**config.mk**
```make
export PLATFORM = sky130hd
export DESIGN_NAME = pes_video_picture_type_scan
export DESIGN_NICKNAME = d
export VERILOG_FILES = /design/src/sv/pvpts_pkg.sv /design/src/sv/pvpts_in_reg.sv /design/src/sv/pvpts_scan.sv /design/src/sv/pvpts_out_reg.sv /design/src/sv/pes_video_picture_type_scan.sv
export SDC_FILE = /design/constraint.sdc
export NUM_CORES = 1
export LEC_CHECK = 0
export ABC_AREA = 0
export BUFFER_PORTS_ARGS = -buffer_cell sky130_fd_sc_hd__clkbuf_2
export CAP_MARGIN = 30
export CORE_MARGIN = 2
export CORE_UTILIZATION = 35
export DETAILED_ROUTE_END_ITERATION = 6
export SYNTH_ARGS = -nofsm -noshare
export SYNTH_HDL_FRONTEND = slang
export SYNTH_SLANG_ARGS = --single-unit
```
**constraint.sdc**
```tcl
create_clock -name aclk -period 8.6 [get_ports aclk]
set_input_delay 1.29 -clock aclk [delete_from_list [all_inputs] [get_ports aclk]]
set_output_delay 1.29 -clock aclk [all_outputs]
set_load 0.02 [all_outputs]
```
**src/sv/pvpts_pkg.sv**
```systemverilog
// Shared types and constants for the video packet picture type scan
`timescale 1ns / 1ps
`default_nettype none
package pvpts_pkg;

    typedef logic [7:0]  byte_t;
    typedef logic [16:0] pos_t;
    typedef logic [15:0] len_t;
    typedef logic [8:0]  pstart_t;
    typedef logic [2:0]  ptype_t;
    typedef logic [1:0]  count_t;

    localparam pos_t    POS_LEN_HI   = 17'd4;
    localparam pos_t    POS_LEN_LO   = 17'd5;
    localparam pos_t    POS_HDR_CNT  = 17'd8;
    localparam pstart_t HDR_MIN      = 9'd9;
    localparam pos_t    LENGTH_EXTRA = 17'd6;
    localparam logic [31:0] START_WORD = 32'h0000_0100;
    localparam count_t  TYPE_DELAY   = 2'd2;

    typedef struct packed {
        byte_t byte_value;
        logic  packet_start;
        logic  last_byte;
    } beat_t;

    typedef struct packed {
        logic   complete;
        pos_t   packet_length;
        logic   has_picture;
        ptype_t picture_type;
    } res_t;

endpackage
`default_nettype wire

```
**src/sv/pvpts_in_reg.sv**
```systemverilog
// Input register stage for incoming byte beats
`timescale 1ns / 1ps
`default_nettype none
module pvpts_in_reg (
    input  wire logic            aclk,
    input  wire logic            aresetn,
    input  wire logic            s_valid,
    output logic                 s_ready,
    input  wire pvpts_pkg::beat_t s_beat,
    input  wire logic            drain,
    output logic                 vld,
    output pvpts_pkg::beat_t     beat
);
    import pvpts_pkg::*;

    logic  vld_reg, vld_next;
    beat_t beat_reg, beat_next;

    assign s_ready = !vld_reg || drain;

    always_comb begin
        vld_next  = vld_reg;
        beat_next = beat_reg;
        if (drain) begin
            vld_next = 1'b0;
        end
        if (s_valid && s_ready) begin
            vld_next  = 1'b1;
            beat_next = s_beat;
        end
    end

    always_ff @(posedge aclk) begin
        if (!aresetn) begin
            vld_reg <= 1'b0;
        end else begin
            vld_reg <= vld_next;
        end
        beat_reg <= beat_next;
    end

    assign vld  = vld_reg;
    assign beat = beat_reg;
endmodule
`default_nettype wire

```
**src/sv/pvpts_scan.sv**
```systemverilog
// Packet scan state and per-byte update logic
`timescale 1ns / 1ps
`default_nettype none
module pvpts_scan (
    input  wire logic             aclk,
    input  wire logic             aresetn,
    input  wire logic             step,
    input  wire pvpts_pkg::beat_t beat,
    output logic                  res_valid,
    output pvpts_pkg::res_t       res
);
    import pvpts_pkg::*;

    logic    active_reg, active_next;
    pos_t    pos_reg, pos_next;
    len_t    len_reg, len_next;
    pstart_t ps_reg, ps_next;
    logic [23:0] recent_reg, recent_next;
    count_t  cd_reg, cd_next;
    logic    found_reg, found_next;
    ptype_t  type_reg, type_next;

    logic        clr, active_eff, done, hit;
    pos_t        p, total;
    len_t        len_cur;
    pstart_t     ps_cur;
    logic [23:0] recent_cur;
    count_t      cd_cur;
    logic        found_cur;
    ptype_t      type_cur;
    logic [31:0] word;
    byte_t       b;

    always_comb begin
        b          = beat.byte_value;
        clr        = beat.packet_start;
        active_eff = clr || active_reg;
        p          = clr ? '0 : pos_reg;
        len_cur    = clr ? '0 : len_reg;
        ps_cur     = clr ? '0 : ps_reg;
        recent_cur = clr ? '0 : recent_reg;
        cd_cur     = clr ? '0 : cd_reg;
        found_cur  = clr ? 1'b0 : found_reg;
        type_cur   = clr ? '0 : type_reg;

        len_next = len_cur;
        if (p == POS_LEN_HI) begin
            len_next = {b, 8'h00};
        end else if (p == POS_LEN_LO) begin
            len_next = {len_cur[15:8], b};
        end
        ps_next = ps_cur;
        if (p == POS_HDR_CNT) begin
            ps_next = HDR_MIN + {1'b0, b};
        end
        total = {1'b0, len_next} + LENGTH_EXTRA;
        word  = {recent_cur, b};

        hit = !found_cur && (p > POS_HDR_CNT)
            && (p >= ({8'b0, ps_next} + 17'd3))
            && (({1'b0, p} + 18'd2) < {1'b0, total})
            && (word == START_WORD);

        cd_next    = cd_cur;
        found_next = found_cur;
        type_next  = type_cur;
        if (cd_cur != '0) begin
            if (cd_cur == 2'd1) begin
                found_next = 1'b1;
                type_next  = b[5:3];
            end
            cd_next = cd_cur - 2'd1;
        end else if (hit) begin
            cd_next = TYPE_DELAY;
        end

        done = (p >= POS_LEN_LO) && (({1'b0, p} + 18'd1) == {1'b0, total});

        res_valid         = active_eff && (done || beat.last_byte);
        res.complete      = done;
        res.packet_length = done ? total : '0;
        res.has_picture   = done && found_next;
        res.picture_type  = (done && found_next) ? type_next : '0;

        active_next = active_eff && !(done || beat.last_byte);
        pos_next    = p + 17'd1;
        recent_next = word[23:0];
    end

    always_ff @(posedge aclk) begin
        if (!aresetn) begin
            active_reg <= 1'b0;
            pos_reg    <= '0;
            len_reg    <= '0;
            ps_reg     <= '0;
            recent_reg <= '0;
            cd_reg     <= '0;
            found_reg  <= 1'b0;
            type_reg   <= '0;
        end else if (step && active_eff) begin
            active_reg <= active_next;
            pos_reg    <= pos_next;
            len_reg    <= len_next;
            ps_reg     <= ps_next;
            recent_reg <= recent_next;
            cd_reg     <= cd_next;
            found_reg  <= found_next;
            type_reg   <= type_next;
        end
    end
endmodule
`default_nettype wire

```
**src/sv/pvpts_out_reg.sv**
```systemverilog
// Result register stage
`timescale 1ns / 1ps
`default_nettype none
module pvpts_out_reg (
    input  wire logic            aclk,
    input  wire logic            aresetn,
    input  wire logic            load,
    input  wire pvpts_pkg::res_t res_in,
    output logic                 free,
    output logic                 m_valid,
    input  wire logic            m_ready,
    output pvpts_pkg::res_t      res_out
);
    import pvpts_pkg::*;

    logic vld_reg, vld_next;
    res_t res_reg, res_next;

    assign free = !vld_reg || m_ready;

    always_comb begin
        vld_next = vld_reg && !m_ready;
        res_next = res_reg;
        if (load) begin
            vld_next = 1'b1;
            res_next = res_in;
        end
    end

    always_ff @(posedge aclk) begin
        if (!aresetn) begin
            vld_reg <= 1'b0;
        end else begin
            vld_reg <= vld_next;
        end
        res_reg <= res_next;
    end

    assign m_valid = vld_reg;
    assign res_out = res_reg;
endmodule
`default_nettype wire

```
**src/sv/pes_video_picture_type_scan.sv**
```systemverilog
// Path: beat -> input register -> scan update -> result register -> m_valid.
// Throughput: one byte per cycle; the input register, scan update and result
// register form a single pass with no iteration. A held result stalls the input.
// Reset: synchronous active-low aresetn clears both stage valids and all scan state.
// Top level of the video packet picture type scan
`timescale 1ns / 1ps
`default_nettype none
module pes_video_picture_type_scan (
    input  wire logic                 aclk,
    input  wire logic                 aresetn,
    input  wire logic                 s_valid,
    output logic                      s_ready,
    input  wire pvpts_pkg::byte_t     s_byte_value,
    input  wire logic                 s_packet_start,
    input  wire logic                 s_last_byte,
    output logic                      m_valid,
    input  wire logic                 m_ready,
    output logic                      m_complete,
    output pvpts_pkg::pos_t           m_packet_length,
    output logic                      m_has_picture,
    output pvpts_pkg::ptype_t         m_picture_type
);
    import pvpts_pkg::*;

    beat_t s_beat, beat;
    logic  in_vld, free, step, res_valid;
    res_t  res, res_out;

    assign s_beat = '{byte_value: s_byte_value, packet_start: s_packet_start,
                      last_byte: s_last_byte};
    assign step   = in_vld && free;

    pvpts_in_reg u_in (
        .aclk    (aclk),
        .aresetn (aresetn),
        .s_valid (s_valid),
        .s_ready (s_ready),
        .s_beat  (s_beat),
        .drain   (step),
        .vld     (in_vld),
        .beat    (beat)
    );

    pvpts_scan u_scan (
        .aclk      (aclk),
        .aresetn   (aresetn),
        .step      (step),
        .beat      (beat),
        .res_valid (res_valid),
        .res       (res)
    );

    pvpts_out_reg u_out (
        .aclk    (aclk),
        .aresetn (aresetn),
        .load    (step && res_valid),
        .res_in  (res),
        .free    (free),
        .m_valid (m_valid),
        .m_ready (m_ready),
        .res_out (res_out)
    );

    assign m_complete      = res_out.complete;
    assign m_packet_length = res_out.packet_length;
    assign m_has_picture   = res_out.has_picture;
    assign m_picture_type  = res_out.picture_type;
endmodule
`default_nettype wire

```
# Word level (Yosys, flattened, before mapping)
# Cells that the tools add are included.
# word_totals
register_bits	107
in_bits	14
output_inout_bits	24
elab_cells	77
# classes
n_addsub	7
magnitude_cmp	4
n_eq_ne	6
muxes	19
reduce_logical	24
# op_table
operator	count
17-bit by 3-bit equality test with 1-bit output (second input constant)	2
32-bit by 9-bit equality test with 1-bit output (second input constant)	1
16-bit 2-to-1 mux	2
24-bit 2-to-1 mux	1
17-bit by 1-bit adder with 18-bit output (second input constant)	1
17-bit by 2-bit adder with 18-bit output (second input constant)	1
18-bit by 17-bit equality test with 1-bit output	1
18-bit by 17-bit less-than comparator with 1-bit output	1
9-bit 2-to-1 mux	2
16-bit by 3-bit adder with 17-bit output (second input constant)	1
17-bit by 1-bit adder with 17-bit output (second input constant)	1
17-bit by 4-bit equality test with 1-bit output (second input constant)	1
17-bit >= comparator	1
17-bit by 3-bit >= comparator with 1-bit output (second input constant)	1
17-bit by 4-bit greater-than comparator with 1-bit output (second input constant)	1
17-bit 2-to-1 mux	1
1-bit logical AND	13
9-bit by 2-bit adder with 10-bit output (second input constant)	1
4-bit by 8-bit adder with 9-bit output (first input constant)	1
3-bit 2-to-1 mux	3
8-bit 2-to-1 mux	1
1-bit 2-to-1 mux	6
2-bit 2-to-1 mux	3
1-bit zero test	5
4 further kinds	8

# Longest topological paths before layout
# depth
depth_word	11
mapped_depth	27
depth_no_buf	21

# Cells and area by module
# Synthesis repeated with hierarchy kept, for this count alone.
# hier_totals
hier_cells	895
area_unflattened_um2	7425.9
# by_module_without_submodules
module	instances	cells_per_inst	area_per_inst_um2	seq_area_each_um2
pvpts_scan	1	852	6346.1	1461.4
pvpts_out_reg	1	26	709.4	680.7
pvpts_in_reg	1	15	357.8	320.3
pes_video_picture_type_scan	1	2	12.5	0.0

# Least setup slack after synthesis
# Ideal clock, no wire load.
# synth_path
path_kind	register to register
start	register u_in.beat_reg (netlist bit u_in.beat[1])
end	register u_out.res_reg (netlist bit u_out.res_out[0]), enable pin
setup_ps	404
t_arrival_ps	6491
required_time_ps	8196
setup_slack_ps	1706
path_stages_with_launch	25
n_path_buf	9
period_less_slack_ps	6894
cell_sequence	edfxtp_1 buf_2 buf_1 clkbuf_1 buf_1 clkbuf_1 nor2b_1 ha_1 and2_1 buf_4 nand2_1 clkbuf_1 and3_1 o21ai_0 ha_1 nor4b_1 o211ai_1 a21boi_0 xnor2_1 mux2i_1 xor2_1 or4_1 buf_6 buf_6 o21ai_1
# synth_between
elab_chain_len	10
# synth_lines
element	line	rtl
start, declared	pvpts_in_reg.sv:17	beat_t beat_reg, beat_next;
start signal, assigned	pvpts_in_reg.sv:39	beat_reg <= beat_next;
17-bit 2-to-1 mux	pvpts_scan.sv:38	p = clr ? '0 : pos_reg;
17-bit by 3-bit equality test with 1-bit output	pvpts_scan.sv:49	end else if (p == POS_LEN_LO) begin
8-bit 2-to-1 mux	pvpts_scan.sv:49	
16-bit 2-to-1 mux	pvpts_scan.sv:47	if (p == POS_LEN_HI) begin
16-bit by 3-bit adder with 17-bit output	pvpts_scan.sv:56	total = {1'b0, len_next} + LENGTH_EXTRA;
18-bit by 17-bit equality test with 1-bit output	pvpts_scan.sv:77	done = (p >= POS_LEN_LO) && (({1'b0, p} + 18'd1) == {1'b0, total});
1-bit logical AND	pvpts_scan.sv:77	
1-bit logical OR	pvpts_scan.sv:79	res_valid = active_eff && (done || beat.last_byte);
1-bit logical AND *	pvpts_scan.sv:79	
1-bit logical AND *	pes_video_picture_type_scan.sv:56	.load (step && res_valid),
named net u_out.load	pvpts_out_reg.sv:7	input wire logic load,
end signal, assigned	pvpts_out_reg.sv:36	res_reg <= res_next;
end, declared	pvpts_out_reg.sv:17	res_t res_reg, res_next;
# Mark *: on every way through the listed nets, which the timed path passes. The rest lies on a longest branch.
# A chain may end at the register's enable or synchronous reset.

# Worst setup path in the final report
# layout_path
start	register u_in.beat_reg (netlist bit u_in.beat[1])
end	register u_scan.cd_reg[1]
# layout_between
elab_chain_len	10
# layout_lines
element	line	rtl
17-bit 2-to-1 mux	pvpts_scan.sv:38	
17-bit by 3-bit equality test with 1-bit output	pvpts_scan.sv:49	
8-bit 2-to-1 mux	pvpts_scan.sv:49	
16-bit 2-to-1 mux *	pvpts_scan.sv:47	
named net u_scan.len_next[1]	pvpts_scan.sv:16	len_t len_reg, len_next;
16-bit by 3-bit adder with 17-bit output *	pvpts_scan.sv:56	
named net u_scan.total[1]	pvpts_scan.sv:24	pos_t p, total;
18-bit by 17-bit less-than comparator with 1-bit output *	pvpts_scan.sv:61	&& (({1'b0, p} + 18'd2) < {1'b0, total})
1-bit logical AND *	pvpts_scan.sv:61	
1-bit logical AND *	pvpts_scan.sv:62	&& (word == START_WORD);
2-bit 2-to-1 mux *	pvpts_scan.sv:73	end else if (hit) begin
2-bit 2-to-1 mux *	pvpts_scan.sv:67	if (cd_cur != '0) begin
end signal, assigned	pvpts_scan.sv:106	cd_reg <= cd_next;
end, declared	pvpts_scan.sv:19	count_t cd_reg, cd_next;
# Marked as above.

==> impl_metrics.yaml <==
placement:
  placed_area_mm2: 0.007599
  numPlacedInstances: 1096
  port_buffers: 37
  place_congestion: 0.9300
  dp_hpwl_mm: 14.06
power:
  p_comb_share_pct: 8.0
  clkPwrFrac_pct: 39.2
  p_int_uw: 771.1
  switchingPower_uw: 261.2
  netSwitchingFraction_pct: 25.30
  seqPwrFrac_pct: 52.9
  cellPowerDensity_mw_per_mm2: 130.9
  irDropWorstVdd_mv: 0.07992
  p_leak_uw: 0.002809
worst_setup_path:
  worstSetupStartpointType: "flip-flop"
  crit_slowest_cell: "buf_4"
  crit_chain: "buf_4 > clkinv_1 > buf_4 > nand2_1 > ha_1 > and2_1 > a31oi_1 > o22ai_1 > inv_1 > ha_1 > nor4b_1 > o211ai_1 > a21boi_0 > xnor2_1 > mux2i_1 > ha_1 > a21o_1 > a21o_1 > a2111oi_0 > o2111ai_1 > nand2_1 > a31o_2"
  path_class: "reg -> reg"
  reg2reg_from: "u_in.beat[1]"
  cp_top_family: "compound AO/OA/AOI/OAI gates"
  ff2ff_path_depth: 22
  cp_max_fo: 69
  reg2reg_to: "u_scan.cd_reg[1]"
  cpMostUsedCell: "ha_1"
  required_ns: 8.90
  arrival_ns: 6.68
  cp.buffers_inverters: 4
  max_stage_delay_ns: 0.60
  end_kind: "flip-flop"
  reg2reg_slack_ns: 2.22
routing:
  ant_nets: 0
  wire_per_inst_um: 18.22
  wirelength_mm: 20.26
  drt_iter0_markers: 554
  drc: 0
  num_vias: 6104
  drt_first_pass_iters: 5
  via_per_inst: 5.489
logic_synthesis:
  synth_seq_cells: 107
  avgSynthCellArea_um2: 8.637
  ys_warn_count: 0
  synth.area.mux_share_pct: 0.5664
  synthAdderAreaFrac_pct: 6.008
  synth_flop_cell: "dfxtp_1"
  syn-num-nets: 893
  synth-edff-count: 32
  syn_area_mm2: 0.007289
  yosysSeqAreaShare_pct: 33.78
  synthSimpleGateAreaFrac_pct: 27.31
  synth_compound_area_share_pct: 19.45
  synth_top_family_by_area: "simple AND/OR/NAND/NOR gates"
  yosys.cell_types.count: 76
  postSynthCellCount: 844
  async_flop_share_pct: 0
  synth_xor_area_share_pct: 7.896
cts:
  cts_buffers: 9
  path_clk_slew_ns: 0.07
  cts_max_level: 3
  clock_latency_ns: 0.35
  ctsResizeCount: 0
  cts.sink_count: 107
  postCtsSetupRepairBufs: 0
  ctsRootBufferMaster: "clkbuf_16"
  cts_buffer_depth: 2
  hold_buffers: 0
  tritoncts: "yes"
worst_hold_path:
  hold_path_depth: 2
  hp-class: "reg -> reg"
  hold_end: "u_scan.recent_reg[22]"
  min_from: "u_scan.recent_reg[22]"
final_layout:
  fillCellCount: 2070
  syn_to_final_growth_pct: 8.205
  design_area_mm2: 0.007888
  nets: 886
  largest_register_ffs: 24
  diodes: 0
  drive_gt1_share_pct: 12.00
  final_cell_mix: "103 x nand2_1, 75 x dfxtp_1, 47 x nor2_1"
  multi_input_area_mm2: 0.004474
  finalNonFillerCells: 1112
  register_area_mm2: 0.002462
  final_common_cell: "nand2_1"
floorplan:
  die-area_mm2: 0.02200
  die_x_um: 148.3
  num_io_pins: 38
  initial_core_util_pct: 35.80
  core_area_mm2: 0.02036
  rows: 52
  die_y_um: 148.3
sta:
  drv_slew: 0
  rsz0062_at_grt: "no"
  period_share_pct: 74.21
  fin_skew_ns: 0.006622
  worst_pin_slew_ns: 0.8304
  finalCriticalPeriod_ns: 6.382
  finalSetupViolations: 0
  hold_ws_ns: 0.4656
  fin_tns_setup_ns: 0
  max_freq_ghz: 0.1567
  max_slew_margin_pct: 44.64
  finalHoldViolCount: 0
grt:
  grt_usage_pct: 18.83
  grt_pass1_vias: 5719
  antenna_found_initial: 0
  grt_pass1_wl_mm: 32.51
  grt_start_max_net_pins: 80
  grt_overflow: 0
outcome:
  outcome: "finished clean"
job:
  max_cap_viol_count: 0
cells by family (layout without fill, tap and decap cells):
family / count (synthesis) / count (layout)
compound gates: 195 / 195
xor+xnor: 64 / 64
fa+ha+maj: 35 / 35
buf+inv: 78 / 76
flops: 107 / 107
mux: 4 / 4
simple gates: 361 / 361
final cells by class:
type,count,area share [%]
Sequential cell,107,31.22
Multi-Input combinational cell,659,56.73
Tap cell,270,4.283
Clock inverter,5,0.4600
Inverter,13,0.6187
Timing Repair Buffer,47,3.490
Clock buffer,11,3.204
worst reg2reg max path: stages (launching register included):
cell and delay [ns]:
edfxtp_1 0.32, buf_4 0.60, clkinv_1 0.17, buf_4 0.31, nand2_1 0.20, ha_1 0.26, and2_1 0.37, a31oi_1 0.13
o22ai_1 0.47, inv_1 0.10, ha_1 0.28, nor4b_1 0.59, o211ai_1 0.25, a21boi_0 0.26, xnor2_1 0.10, mux2i_1 0.30
ha_1 0.31, a21o_1 0.16, a21o_1 0.16, a2111oi_0 0.57, o2111ai_1 0.19, nand2_1 0.10, a31o_2 0.14
worst max path at each step:
stage / endpoint / cells past startpoint / slack [ns] / from
after detailed placement: u_scan.cd_reg[1] / 22 / 2.33 / u_in.beat[1]
after global placement: u_out.res_out[4] / 18 / 2.17 / u_in.beat[1]
after floorplan: u_out.res_out[0] / 24 / 1.71 / u_in.beat[1]
final: u_scan.cd_reg[1] / 22 / 2.22 / u_in.beat[1]
after global routing: u_scan.cd_reg[1] / 22 / 1.46 / u_in.beat[1]
after CTS: u_scan.cd_reg[1] / 22 / 2.30 / u_in.beat[1]
through the flow:
stage / power, µW / util, % / setup WS (ns)
3_3_place_gp: 638.2 / 37.17 / 2.167
2_1_floorplan: 610.5 / - / 1.706
6_report: 1032 / 38.73 / 2.218
5_1_grt: 1070 / 38.73 / 1.459
4_1_cts: 1043 / 38.73 / 2.299
3_5_place_dp: 639.3 / 37.31 / 2.331
metal layers:
metal	vias to the layer above	wire length, µm	share of wire, %	global-route usage, %
li1	3010	-	-	-
met4	0	413	2.0	6.048
met5	-	0	0	0
met3	26	919	4.5	3.129
met1	2918	9613	47	25.99
met2	150	9314	46	30.12
synth_stat cells, drive strengths merged (12+ instances only):
master  instances  area, µm²
nor2b          45      281.5
nor3           30      180.2
nand2         104      397.9
o211a          14      140.1
nor3b          13      97.59
ha             35      437.9
a21boi         31      232.7
a21oi          37      188.9
a22oi          20      150.1
nor2           50      192.7
clkbuf         43      161.4
buf            22      153.9
nand3          35      175.2
edfxtp         32      960.9
xor2           29      269.0
nand4          15      123.9
nor4           14      136.4
inv            12      45.04
and3           17      106.4
xnor2          35      306.5
dfxtp          75       1501
o21ai          39      198.9
power by group through the flow:
stage	sequential, µW	clock, µW	combinational, µW
2_1_floorplan	546	0	64.4
3_3_place_gp	557	0	81.2
3_5_place_dp	557	0	82.4
4_1_cts	545	415	82.8
5_1_grt	546	433	91.4
6_report	546	404	82.3
(Power assumes the default switching activity.)
